<file path="src/sv/mnp_pkg.sv">
// shared types, constants and helpers for the memory node placement block
`default_nettype none
package mnp_pkg;

    localparam int MAX_NODES = 16;
    localparam int NODE_W    = 4;
    localparam int NCNT_W    = 5;
    localparam int QDEPTH    = 2;
    localparam int WSUM_W    = 20;
    localparam int RND_W     = 31;

    localparam logic [15:0]      DEFAULT_WEIGHT = 16'd100;
    localparam logic [RND_W-1:0] PRESSURE_LIMIT = 31'h4000_0000;

    typedef enum logic [1:0] {
        CMD_ALLOC     = 2'd0,
        CMD_WR_STATIC = 2'd1,
        CMD_WR_PRESS  = 2'd2,
        CMD_READ      = 2'd3
    } t_cmd;

    localparam logic [3:0] STRAT_LOCAL  = 4'd0;
    localparam logic [3:0] STRAT_INTER  = 4'd1;
    localparam logic [3:0] STRAT_RR     = 4'd2;
    localparam logic [3:0] STRAT_WEIGHT = 4'd3;
    localparam logic [3:0] STRAT_PRESS  = 4'd4;
    localparam logic [3:0] STRAT_SPLIT  = 4'd5;
    localparam logic [3:0] STRAT_WINTER = 4'd6;

    localparam logic [3:0] CFG_STRATEGY   = 4'd0;
    localparam logic [3:0] CFG_NODE_COUNT = 4'd1;
    localparam logic [3:0] CFG_MASK       = 4'd2;
    localparam logic [3:0] CFG_SMALL_LIM  = 4'd3;

    typedef enum logic [2:0] {
        B_IDLE,
        B_SUM,
        B_DIV,
        B_PICK,
        B_PRESS,
        B_DONE
    } t_bstate;

    typedef struct packed {
        t_cmd              cmd;
        logic [NODE_W-1:0] idx;
        logic [47:0]       size;
        logic [15:0]       weight;
        logic [RND_W-1:0]  rnd;
        logic [MAX_NODES-1:0] en;
        logic [NCNT_W-1:0] n;
        logic [3:0]        strat;
        logic              is_small;
    } t_item;

    typedef struct packed {
        logic [1:0] count;
        logic       full;
    } t_fstat;

    typedef struct packed {
        logic take;
        logic busy;
    } t_bstat;

    // lowest set bit, zero when none
    function automatic logic [NODE_W-1:0] first_set(input logic [MAX_NODES-1:0] v);
        logic [NODE_W-1:0] r;
        r = '0;
        for (int i = MAX_NODES - 1; i >= 0; i--) begin
            if (v[i]) r = NODE_W'(i);
        end
        return r;
    endfunction

    // first enabled node at or after start, wrapping
    function automatic logic [NODE_W-1:0] next_on(input logic [MAX_NODES-1:0] en,
                                                 input logic [NODE_W-1:0] start);
        logic [MAX_NODES-1:0] m;
        m = en & ~((MAX_NODES'(1) << start) - MAX_NODES'(1));
        return (m != '0) ? first_set(m) : first_set(en);
    endfunction

endpackage
`default_nettype wire

</file>
<file path="src/sv/mnp_front.sv">
// front end: accepts beats, classifies them and queues them for the back end
`default_nettype none
module mnp_front (
    input  wire logic                    i_clk,
    input  wire logic                    i_rst_n,
    input  wire logic                    i_in_valid,
    output logic                         o_in_stall,
    input  wire logic [1:0]              i_cmd,
    input  wire logic [3:0]              i_node_index,
    input  wire logic [47:0]             i_alloc_size,
    input  wire logic [15:0]             i_weight_value,
    input  wire logic [30:0]             i_rand_value,
    input  wire logic [3:0]              i_strategy,
    input  wire logic [4:0]              i_node_count,
    input  wire logic [15:0]             i_enabled_mask,
    input  wire logic [31:0]             i_small_size_limit,
    output mnp_pkg::t_item               o_item,
    output logic                         o_item_valid,
    input  wire logic                    i_take,
    output mnp_pkg::t_fstat              o_stat
);
    import mnp_pkg::*;

    t_item              w_item;
    logic [NCNT_W-1:0]  w_n;
    t_item              r_q [QDEPTH];
    logic               r_wp, r_rp;
    logic [1:0]         r_cnt;
    logic               w_push, w_pop;

    always_comb begin
        if (i_node_count == '0) begin
            w_n = NCNT_W'(1);
        end else if (i_node_count > NCNT_W'(MAX_NODES)) begin
            w_n = NCNT_W'(MAX_NODES);
        end else begin
            w_n = i_node_count;
        end
    end

    always_comb begin
        w_item.cmd      = t_cmd'(i_cmd);
        w_item.idx      = i_node_index;
        w_item.size     = i_alloc_size;
        w_item.weight   = i_weight_value;
        w_item.rnd      = i_rand_value;
        w_item.n        = w_n;
        w_item.strat    = i_strategy;
        w_item.is_small = i_alloc_size < {16'd0, i_small_size_limit};
        for (int i = 0; i < MAX_NODES; i++) begin
            w_item.en[i] = (NCNT_W'(i) < w_n) &&
                           ((i_enabled_mask == '0) || i_enabled_mask[i]);
        end
    end

    assign o_in_stall   = (r_cnt == 2'(QDEPTH));
    assign w_push       = i_in_valid && !o_in_stall;
    assign w_pop        = i_take && (r_cnt != '0);
    assign o_item_valid = (r_cnt != '0);
    assign o_item       = r_q[r_rp];
    assign o_stat.count = r_cnt;
    assign o_stat.full  = o_in_stall;

    always_ff @(posedge i_clk) begin
        if (!i_rst_n) begin
            r_wp  <= 1'b0;
            r_rp  <= 1'b0;
            r_cnt <= '0;
        end else begin
            if (w_push) begin
                r_q[r_wp] <= w_item;
                r_wp      <= ~r_wp;
            end
            if (w_pop) begin
                r_rp <= ~r_rp;
            end
            r_cnt <= r_cnt + 2'(w_push) - 2'(w_pop);
        end
    end

endmodule
`default_nettype wire

</file>
<file path="config.mk">
export PLATFORM = sky130hd
export DESIGN_NAME = mnp_front
export DESIGN_NICKNAME = d
export VERILOG_FILES = /design/src/sv/mnp_pkg.sv /design/src/sv/mnp_front.sv
export SDC_FILE = /design/constraint.sdc
export NUM_CORES = 1
export LEC_CHECK = 0
export ABC_AREA = 1
export BUFFER_PORTS_ARGS = -buffer_cell sky130_fd_sc_hd__clkbuf_2
export CAP_MARGIN = 20
export CORE_AREA = 2 2 144 146
export CTS_BUF_LIST = sky130_fd_sc_hd__clkbuf_8
export CTS_CLUSTER_DIAMETER = 200
export DETAILED_ROUTE_END_ITERATION = 6
export DIE_AREA = 0 0 146 148
export PLACE_DENSITY_LB_ADDON = 0.1
export REMOVE_ABC_BUFFERS = 1
export SLEW_MARGIN = 20
export SYNTH_ARGS = -nofsm -noshare
export SYNTH_HDL_FRONTEND = slang
export SYNTH_SLANG_ARGS = --single-unit
</file>
<file path="constraint.sdc">
create_clock -name i_clk -period 7.89 [get_ports i_clk]
set_input_delay 0.789 -clock i_clk [delete_from_list [all_inputs] [get_ports i_clk]]
set_output_delay 0.789 -clock i_clk [all_outputs]
set_load 0.05 [all_outputs]
</file>
After elaboration in Yosys (flattened, before gate mapping)
Memory sizes are Yosys's and may differ from the RTL's. A register that Yosys moved wholly into a read port is not among the register bits. Index checks and enable logic that the tools add are counted.

Add/subtract/negate cells: 2. Magnitude comparators: 18. Equality and inequality tests: 1. Multiplexer cells: 7. Bitwise gates (word level): 2. Reductions and logical operators: 38.

Operators by type and width (number): $lt 48x32->1 (1); $lt 4x5->1 const A (8); $lt 3x5->1 const A (4); $logic_and 1x1->1 (18); $logic_not 16->1 (1); $logic_or 1x1->1 (16); $lt 1x5->1 const A (2); $lt 2x5->1 const A (2); $mux 5 (2); $gt 5x5->1 const B (1); $logic_not 5->1 (1); $mux 1 (5); $add 2x1->2 (1); $eq 2x2->1 const B (1); $not 1->1 (2); $reduce_bool 2->1 (1); $sub 2x1->2 (1); $logic_not 1->1 (1).

Bits in registers: 4. Bits in writable memories: 254. Input port bits: 162. Output and inout port bits: 132. Logic and storage cells: 72. Memories kept: 1.

Memories: r_q (words 2, width 127, read ports 1, clocked after memory_dff 1, write ports 1, RTL line mnp_front.sv:26) `t_item r_q [QDEPTH];`.

Logic depth before layout (Yosys ltp)
Gate-level depths: netlist (run 1).

Depth after elaboration: 6. Gate-level depth with buffers: 11.

Worst setup path before layout (run 1)
OpenSTA, ideal clock, no wires.

Path type: reg-to-reg. Start: register r_cnt[0]. End: memory r_q[0][0] (netlist bit), enable pin. Arrival: 6.537 ns. Slack: 0.739 ns. Stages on the path, launching flop included: 4. Path buffers: 0. Path through: dfxtp_1 > o21ai_0 > or2_2 > nor2_1.

Cells in the longest elaborated chain, start to end: 6.

RTL lines: start: declaration (RTL line mnp_front.sv:28) `logic [1:0] r_cnt;`; start signal: assignment (RTL line mnp_front.sv:77) `r_cnt <= r_cnt + 2'(w_push) - 2'(w_pop);`; $eq 2x2->1 (RTL line mnp_front.sv:56) `assign o_in_stall = (r_cnt == 2'(QDEPTH));`; $logic_not 1->1 (RTL line mnp_front.sv:57) `assign w_push = i_in_valid && !o_in_stall;`; $logic_and 1x1->1 (RTL line mnp_front.sv:57); $mux 1 (RTL line mnp_front.sv:70) `if (w_push) begin`; $mux 1 (RTL line mnp_front.sv:65) `if (!i_rst_n) begin`; $mux 1 (not written as such) (RTL line mnp_front.sv:71) `r_q[r_wp] <= w_item;`; end: declaration (RTL line mnp_front.sv:26).

Every way passes these cells.

==> results of run 1 <==
## layout make-up
cell class                 count  area, sq um  area share [%]
tap                          270          338            2.58
sequential                   259         7730            59.0
clock buffer                  43          592            4.52
clock inverter                26          105           0.803
inverter                      66          248            1.89
multi-input combinational    301         2570            19.6
timing repair buffer         299         1510            11.5
## synthesized netlist by cell type, types with 2 or more instances
cell / number
a21o_1: 2
a21oi_1: 27
a21oi_2: 2
a22oi_1: 2
a22oi_2: 2
buf_2: 11
buf_6: 4
dfxtp_1: 5
edfxtp_1: 254
ha_1: 33
inv_1: 61
inv_2: 5
mux2_2: 127
nand2_1: 42
nand2_2: 4
nand3_1: 5
nand4_1: 7
nor2_1: 25
nor2_2: 2
nor3_1: 2
o21ai_0: 8
or2_2: 2
## registers in the layout (all words and copies together) (netlist names), named ones only
| name | cells |
|---|---|
| r_cnt | 2 |
| r_wp | 1 |
| r_q | 254 |
| r_rp | 1 |
## through the flow
stage / setup slack, ps / total power [uW] / hold WS, ps
2_1_floorplan: 739 / 2720 / 425
3_3_place_gp: 4640 / 2980 / 437
3_5_place_dp: 4580 / 3000 / 445
4_1_cts: 4060 / 3980 / 425
5_1_grt: 3940 / 4110 / 435
6_report: 4140 / 3940 / 456
## cells by family (layout without fill, tap and decap cells)
group	Yosys count	count (layout)	synth area share [%]
AO/OA/AOI/OAI	50	50	2.95
XOR/XNOR	1	1	0.0823
adder cells (fa/ha/maj)	33	33	3.88
buffers and inverters	83	434	3.37
flip-flops	259	259	72.6
multiplexers	127	127	13.4
AND/OR/NAND/NOR	90	90	3.67
## metal layers
layer / share of wire, % / wire length [microns] / up-vias
met2: 50 / 11300 / 275
met3: 8.0 / 1810 / 46
met1: 39 / 8890 / 3024
met5: 0 / 0 / -
met4: 3.3 / 745 / 0
li1: - / - / 3026
## how the worst min path moves through the flow
stage	from	to	slack [ps]	cells past startpoint
2_1_floorplan	r_rp$_SDFFE_PN0P_	flop	430	1
3_3_place_gp	r_rp$_SDFFE_PN0P_	r_rp$_SDFFE_PN0P_	440	1
3_5_place_dp	r_rp$_SDFFE_PN0P_	flop	450	1
4_1_cts	i_rand_value[23]	r_q[0][49]$_DFFE_PP_	420	1
5_1_grt	i_rand_value[4]	r_q[0][30]$_DFFE_PP_	440	1
6_report	r_rp$_SDFFE_PN0P_	flop	460	1
## report_power, final
part	internal, uW	leakage, uW	switching (uW)	total, uW
clock	499	0.000422	477	976
sequential	1650	0.00238	65.1	1710
combinational	345	0.00260	903	1250
==> results by group, run 1 <==
Synth
  – Post-Synthesis Cells: 643
  – Yosys top cell area share: 71.7%
  – Cell Area, Synth: 0.0106 sq mm
  – Main synth FF type: edfxtp_1
  – Synth Area per Inst: 16.6 sq um
  – Ys Warns: 0
  – Synth top area cells: edfxtp_1, mux2_2, ha_1, inv_1, nand2_1
  – Yosys top cell by area: edfxtp_1
  – Number of flops mapped to enable cells by yosys: 254
  – Async SR Flop Fraction: 0%
  – Unique masters post-synth: 33
  – Sequential area share after synthesis: 72.6%
  – Synth Register Bits: 259

Route
  – Via-per-instance ratio: 5.04
  – WL per Instance: 18.0 microns
  – Post-route ant nets: 0
  – DRT Pass-1 Iters: 4
  – Total vias in the final route: 6371
  – Drt drc: 0
  – Wirelength, routed: 22.7 mm
  – DRT iter0 DRCs: 236

Clocking
  – Post-CTS sizing: 0
  – CTS Sinks: 259
  – Root Buffer Master: clkbuf_8
  – CTS H-tree depth: 2
  – Clock-pin slew on the worst setup and hold paths: 60 ps
  – CTS buffer count: 41
  – Setup bufs post-CTS: 0
  – Max Root-Sink Buffers: 3
  – CTS tree: done
  – Worst-Skew Late Latency: 520 ps
  – Hold_buf cts: 0

STA
  – Slew @ Worst Pin: 932 ps
  – Max Fclk: 0.267 GHz
  – Period minus WS final: 3750 ps
  – Final Skew: 13.7 ps
  – Final worst-path cycle share: 47.5%
  – Setup TNS: 0 ps
  – Unrepaired setup endpoints after global routing: false
  – Max-slew violations: 0
  – Final setup viols: 0
  – Slew headroom: 37.9%
  – Number of hold violations in the final report: 0

Run
  – Max-cap violations: 0

Finish
  – Layout cell share with drive strength beyond 1: 49.8%
  – Design Area, Final: 0.0131 sq mm
  – Final std cells w/o fill: 1264
  – Fillers: 1586
  – Commonest cells after routing, fill and taps aside: clkbuf_2, edfxtp_1, mux2_2
  – Core Util, Final: 65.4%
  – Antenna cells: 0
  – Layout Nets: 1163
  – P&R area growth vs syn: 23.1%
  – Most common cell after layout, fill and taps aside: clkbuf_2

GRT
  – Global route overflow: 0
  – Met1 usage: 25.7%
  – GRT Util Overall: 20.8%
  – Grt peak-use layer: met2
  – Largest net degree at the start of global routing: 72
  – Initial antenna violation count: 0
  – Vias in the first global route: 6672
  – Met3 usage: 5.03%
  – Global Route met2 Usage: 35.4%
  – First-pass GRT wire length: 35.0 mm

Placement
  – Placed instance count: 1195
  – IO buf count: 293
  – DP HPWL: 16.1 mm
  – Placed inst area: 0.0124 sq mm
  – Placer Congestion: 0.832

Critical path
  – Critical path endpoint: o_item[50]
  – CP max-delay cell: dfxtp_4
  – Reg2Reg Setup Slack: 5060 ps
  – CP Data Arrival Time: 2960 ps
  – CP endpoint kind: output port
  – CP Launch Type: flop
  – R2r startpoint: r_cnt[0]$_SDFF_PN0_
  – Worst path max stage delay: 830 ps
  – Worst reg-to-reg path cell count: 4
  – Delay-heaviest family, CP: buffers and inverters
  – Worst Path Class, Setup: flop to output port
  – Crit path depth: 3
  – Critical Path Fanout Max: 71
  – Worst path required time: 7100 ps
  – Crit-path cells: buf_4 > mux2_2 > clkbuf_2
  – Buf/Inv on CP: 2
  – Worst R2R End: r_q[0][116]$_DFFE_PP_

Floorplanning
  – Die H: 148 microns
  – Initial Util: 53.1%
  – Core ar.: 0.0200 sq mm
  – I/O Pins: 294
  – DIE AREA: 0.0216 sq mm
  – Die span in x: 146 microns
  – Site Rows: 52

Power and ir drop
  – VDD IR max: 134 uV
  – PD cells: 301 mW/mm^2
  – P_leak: 0.00539 uW

Status
  – Status: finished clean

Worst hold path
  – Min-Delay Path Class: flop to flop
No activity file was read; power rests on OpenSTA's default activity.
==> run 2: changes to the inputs <==
==> constraint.sdc (replaced) <==
create_clock -name i_clk -period 3.9 [get_ports i_clk]
set_input_delay 0.39 -clock i_clk [delete_from_list [all_inputs] [get_ports i_clk]]
set_output_delay 0.39 -clock i_clk [all_outputs]
set_load 0.05 [all_outputs]
==> run 2 against run 1 <==
  * Cell area about the same
  * Combinational power rose by 110%
  * Power increased by 100%
  * Critical path type unchanged
  * Critical endpoint is now o_item[109]
  * Highest routed layer unchanged
==> results by group, run 2 (synthesized netlist as in run 1, its figures left out) <==
Worst hold path
  – Min-Delay Path Class: input pin to flop (was flop to flop)
  – Worst hold start: i_rand_value[7] (was r_rp$_SDFFE_PN0P_)

STA
  – Final setup viols: 0 (unchanged)
  – Period minus WS final: 2580 ps
  – Slew @ Worst Pin: 948 ps (was 932 ps)
  – Max-slew violations: 0 (unchanged)
  – Worst hold slack: 53.7 ps (was 456 ps)
  – Final worst setup slack: 1320 ps (was 4140 ps)
  – Final worst-path cycle share: 66.1%
  – Number of hold violations in the final report: 0 (unchanged)
  – Slew headroom: 36.8% (was 37.9%)
  – Unrepaired setup endpoints after global routing: false (unchanged)
  – Max Fclk: 0.388 GHz
  – Final Skew: 20.9 ps (was 13.7 ps)

Finish
  – Max FFs per register: 254 (unchanged)
  – Final std cells w/o fill: 1261 (was 1264)
  – Layout Nets: 1164 (was 1163)
  – Antenna cells: 0 (unchanged)
  – P&R area growth vs syn: 23.1% (about the same)
  – Largest reg by FF count: r_q (unchanged)
  – Fillers: 1550 (was 1586)
  – Design Area, Final: 0.0131 sq mm (about the same)
  – Sequential cell area: 0.00773 sq mm (unchanged)
  – Commonest cells after routing, fill and taps aside: clkbuf_2, edfxtp_1, mux2_2 (unchanged)
  – Biggest regs: r_q x254, r_cnt x2 (unchanged)
  – Most common cell after layout, fill and taps aside: clkbuf_2 (unchanged)
  – Layout cell share with drive strength beyond 1: 50.1% (was 49.8%)
  – Area of the multi-input gates: 0.00257 sq mm (unchanged)

GRT
  – Initial antenna violation count: 0 (unchanged)
  – GRT Util Overall: 19.7% (was 20.8%)
  – Global route overflow: 0 (unchanged)
  – Vias in the first global route: 6764 (was 6672)
  – First-pass GRT wire length: 33.4 mm (was 35.0 mm)
  – Largest net degree at the start of global routing: 72 (unchanged)

Clocking
  – Setup bufs post-CTS: 0 (unchanged)
  – CTS tree: done (unchanged)
  – Root Buffer Master: clkbuf_8 (unchanged)
  – Post-CTS sizing: 0 (unchanged)
  – Hold_buf cts: 0 (unchanged)
  – CTS buffer count: 42 (was 41)
  – Clock-pin slew on the worst setup and hold paths: 60 ps (about the same)
  – CTS Sinks: 259 (unchanged)
  – CTS H-tree depth: 2 (unchanged)
  – Worst-Skew Late Latency: 520 ps (about the same)
  – Max Root-Sink Buffers: 3 (unchanged)

Floorplanning
  – Core ar.: 0.0200 sq mm (unchanged)
  – I/O Pins: 294 (unchanged)
  – Die span in x: 146 microns (unchanged)
  – DIE AREA: 0.0216 sq mm (unchanged)
  – Site Rows: 52 (unchanged)
  – Initial Util: 53.1% (unchanged)
  – Die H: 148 microns (unchanged)

Critical path
  – Delay-heaviest family, CP: buffers and inverters (unchanged)
  – CP endpoint kind: output port (unchanged)
  – CP Launch Type: flop (unchanged)
  – R2r startpoint: r_cnt[0]$_SDFF_PN0_ (unchanged)
  – Worst Path Class, Setup: flop to output port (unchanged)
  – Worst path max stage delay: 530 ps (was 830 ps)
  – CP Data Arrival Time: 2190 ps (was 2960 ps)
  – Worst path required time: 3510 ps (was 7100 ps)
  – Critical Path Fanout Max: 46 (was 71)
  – Buf/Inv on CP: 2 (unchanged)
  – Crit-path cells: buf_4 > mux2_2 > clkbuf_2 (unchanged)
  – CP max-delay cell: buf_4 (was dfxtp_4)

Route
  – Post-route ant nets: 0 (unchanged)
  – DRT Pass-1 Iters: 4 (unchanged)
  – DRT iter0 DRCs: 279 (was 236)
  – Via-per-instance ratio: 5.05 (was 5.04)
  – WL per Instance: 17.2 microns (was 18.0 microns)
  – Total vias in the final route: 6363 (was 6371)
  – Drt drc: 0 (unchanged)
  – Wirelength, routed: 21.7 mm (was 22.7 mm)

Placement
  – IO buf count: 293 (unchanged)
  – Placed inst area: 0.0124 sq mm (about the same)
  – Placed instance count: 1195 (unchanged)
  – DP HPWL: 15.2 mm (was 16.1 mm)
  – Placer Congestion: 0.841 (was 0.832)
  – Pre-CTS setup slack: 1570 ps (was 4580 ps)

Power and ir drop
  – PD cells: 608 mW/mm^2 (was 301 mW/mm^2)
  – Final Power: 7970 uW (was 3940 uW)
  – VDD IR max: 430 uV (was 134 uV)
  – P_leak: 0.00538 uW (was 0.00539 uW)

Status
  – Status: finished clean (unchanged)

Run
  – Max-cap violations: 0 (unchanged)
==> run 2: power by group <==
part / total (uW) / switching, uW / internal (uW)
clock network: 1960 / 951 / 1010
logic: 2600 / 1890 / 706
registers: 3410 / 71.3 / 3340
total: 7970 / 2910 / 5060
==> run 2: layer usage <==
metal  part of all wire (%)  routed length [microns]  up-vias  global-route usage, %
met5                      0                        0        -                      0
met4                    3.4                      731        0                   8.25
li1                       -                        -     3033                      -
met2                     49                    10700      266                   33.5
met3                    7.7                     1660       52                   5.68
met1                     40                     8660     3012                   23.7
==> run 2: area by class of cell <==
type,instances,share of cell area (%)
Clock inverter,23,0.745
Tap cell,270,2.58
Timing Repair Buffer,299,11.6
Multi-Input combinational cell,301,19.6
Clock buffer,43,4.52
Sequential cell,259,59.0
Inverter,66,1.89
==> run 2: path summary, 6_finish.rpt <==
path | end | slack, ps | cells past startpoint
worst min register to register | flop | 470 | 1
worst max-delay path | o_item[109] | 1320 | 3
worst min-delay path | r_q[1][33]$_DFFE_PP_ | 50 | 1
worst max register to register | r_q[0][63]$_DFFE_PP_ | 1640 | 4
==> run 2: worst register-to-register path: stages (launching register included) <==
cell,delay [ps]
dfxtp_1,390
o21ai_0,250
or2_2,390
nor2_4,90
buf_4,720
==> run 2: per-stage QoR <==
stage,setup TNS (ps),util (%)
after global placement,0,61.9
after global routing,0,65.4
after floorplan,-826530,-
after detailed placement,0,61.9
final,0,65.4
after CTS,0,65.4
==> run 3: changes to the inputs <==
==> constraint.sdc (replaced) <==
create_clock -name i_clk -period 2.48 [get_ports i_clk]
set_input_delay 0.248 -clock i_clk [delete_from_list [all_inputs] [get_ports i_clk]]
set_output_delay 0.248 -clock i_clk [all_outputs]
set_load 0.05 [all_outputs]
==> run 3 against run 2 <==
  * Routed wire length increased by 10%
  * Utilization increased by 6.5 points
  * Global-route usage increased by 2.1 points
  * Clock-buffer cell count decreased by 2
  * Cell count increased by 10%
  * Cell area increased by 10%
  * Via count increased by 9.8%
  * Sequential power increased by 58%
  * Worst setup slack got worse by 1200 ps
  * Sequential share of layout area decreased by 5.4 points
  * Critical endpoint is now o_item[12]
  * Largest cell class unchanged
  * Highest routed layer unchanged
==> results by group, run 3 (synthesized netlist as in run 1, its figures left out) <==
Status
  – Status: finished clean (unchanged)

Route
  – DRT Pass-1 Iters: 5 (was 4)
  – Wirelength, routed: 24.0 mm (was 21.7 mm)
  – Post-route ant nets: 0 (unchanged)
  – WL per Instance: 17.3 microns (was 17.2 microns)
  – DRT iter0 DRCs: 295 (was 279)
  – Uppermost routed layer: met4 (unchanged)
  – DR WL met3: 1.78 mm (was 1.66 mm)
  – Total vias in the final route: 6984 (was 6363)
  – Via-per-instance ratio: 5.03 (was 5.05)
  – Drt drc: 0 (unchanged)
  – M1 WL: 9.30 mm (was 8.66 mm)
  – Routed wl met2: 12.2 mm (was 10.7 mm)

Clocking
  – CTS Sinks: 259 (unchanged)
  – CTS buffer count: 41 (was 42)
  – Max Root-Sink Buffers: 3 (unchanged)
  – Root Buffer Master: clkbuf_8 (unchanged)
  – Worst-Skew Late Latency: 530 ps (was 520 ps)
  – Clock-pin slew on the worst setup and hold paths: 60 ps (about the same)
  – CTS H-tree depth: 2 (unchanged)
  – Setup bufs post-CTS: 0 (unchanged)
  – CTS tree: done (unchanged)

Floorplanning
  – DIE AREA: 0.0216 sq mm (unchanged)
  – Die H: 148 microns (unchanged)
  – Initial Util: 53.1% (unchanged)
  – I/O Pins: 294 (unchanged)
  – Site Rows: 52 (unchanged)
  – Core ar.: 0.0200 sq mm (unchanged)
  – Die span in x: 146 microns (unchanged)

STA
  – Final worst-path cycle share: 94.7%
  – Unrepaired setup endpoints after global routing: false (unchanged)
  – Final setup viols: 0 (unchanged)
  – Slew headroom: 58.0% (was 36.8%)
  – Slew @ Worst Pin: 623 ps (was 948 ps)
  – Worst hold slack: 85.6 ps (was 53.7 ps)
  – Max-slew violations: 0 (unchanged)
  – Max Fclk: 0.426 GHz
  – Final Skew: 17.3 ps (was 20.9 ps)
  – Number of hold violations in the final report: 0 (unchanged)
  – Period minus WS final: 2350 ps

Finish
  – Layout Nets: 1283 (was 1164)
  – Max FFs per register: 254 (unchanged)
  – Most common cell after layout, fill and taps aside: clkbuf_2 (unchanged)
  – Commonest cells after routing, fill and taps aside: clkbuf_2, edfxtp_1, mux2_2 (unchanged)
  – Layout cell share with drive strength beyond 1: 45.5% (was 50.1%)
  – Largest reg by FF count: r_q (unchanged)
  – P&R area growth vs syn: 35.4% (was 23.1%)
  – Antenna cells: 0 (unchanged)
  – Core Util, Final: 71.9% (was 65.4%)
  – Biggest regs: r_q x254, r_cnt x2 (unchanged)

Worst hold path
  – Worst Hold Depth: 4 (was 1)
  – WHS Endpoint: r_rp$_SDFFE_PN0P_ (was r_q[1][33]$_DFFE_PP_)
  – Min-Delay Path Class: input pin to flop (unchanged)
  – Worst hold start: i_take (was i_rand_value[7])

Critical path
  – Worst path required time: 2230 ps (was 3510 ps)
  – CP endpoint kind: output port (unchanged)
  – CP Launch Type: flop (unchanged)
  – Worst Path Class, Setup: flop to output port (unchanged)
  – CP max-delay cell: dfxtp_4 (was buf_4)
  – Critical Path Fanout Max: 23 (was 46)
  – CP Data Arrival Time: 2100 ps (was 2190 ps)
  – R2r startpoint: r_cnt[0]$_SDFF_PN0_ (unchanged)
  – Reg2Reg Setup Slack: 430 ps (was 1640 ps)
  – Worst path max stage delay: 560 ps (was 530 ps)
  – Worst reg-to-reg path cell count: 4 (unchanged)
  – Worst R2R End: r_q[0][79]$_DFFE_PP_ (was r_q[0][63]$_DFFE_PP_)
  – Crit-path cells: buf_4 > mux2_2 > clkbuf_2 (unchanged)

Power and ir drop
  – PD cells: 892 mW/mm^2 (was 608 mW/mm^2)
  – Final Power: 12900 uW (was 7970 uW)
  – P_leak: 0.00593 uW (was 0.00538 uW)
  – VDD IR max: 515 uV (was 430 uV)

Run
  – Max-cap violations: 0 (unchanged)

GRT
  – Largest net degree at the start of global routing: 48 (was 72)
  – GRT Util Overall: 21.8% (was 19.7%)
  – Vias in the first global route: 7417 (was 6764)
  – First-pass GRT wire length: 36.9 mm (was 33.4 mm)
  – Initial antenna violation count: 0 (unchanged)
  – Global route overflow: 0 (unchanged)

Placement
  – DP HPWL: 16.0 mm (was 15.2 mm)
  – Placer Congestion: 0.868 (was 0.841)
  – IO buf count: 293 (unchanged)
[run 3: repair_timing]
action,CTS,global route
resized for setup,0,0
hold endpoints to repair,212,0
hold buffers,107,0
[run 3: worst max path at each step]
stage / startpoint / endpoint / slack (ps) / depth (start not counted)
after global placement: r_cnt[0]$_SDFF_PN0_ / r_q[0][93]$_DFFE_PP_ / 480 / 4
after CTS: flop / o_item[7] / 100 / 3
after global routing: flop / o_item[12] / 30 / 3
final: flop / o_item[12] / 130 / 3
after detailed placement: r_cnt[0]$_SDFF_PN0_ / r_q[0][93]$_DFFE_PP_ / 400 / 4
after floorplan: r_cnt[0]$_SDFF_PN0_ / r_q[0][0]$_DFFE_PP_ / -4670 / 3
[run 3: area by class of cell]
cell class              instances  area [sq um]
clock inverters                32           131
multi-input cells             301          2570
flip-flops and latches        259          7730
inverters                      66           248
clock buffers                  41           564
well taps                     270           338
fillers                      1337          5630
repair buffers                419          2830
[run 3: worst max-delay path: cells and delay by family, from the launching register on]
| family | cells | cell delay, ps |
|---|---|---|
| buf+inv | 2 | 600 |
| flops | 1 | 560 |
| mux | 1 | 390 |
[run 3: layer usage]
layer / track usage (%) / vias up
met2: 38.3 / 292
met5: 0 / -
met1: 25.7 / 3356
met3: 5.96 / 52
met4: 8.64 / 0
li1: - / 3284
[run 3: per-stage QoR]
step	setup TNS (ps)	std cells	worst slack, ps	cell area [sq um]
floorplan	-1349520	626	-4670	10500
global placement	0	1208	475	12600
detailed placement	0	1208	401	12600
CTS	0	1388	99.8	14400
global route	0	1388	26.9	14400
finish	0	1388	132	14400
[run 3: power breakdown]
group	switching [uW]	internal, uW
combinational	3040	1330
sequential	139	5240
clock	1570	1540
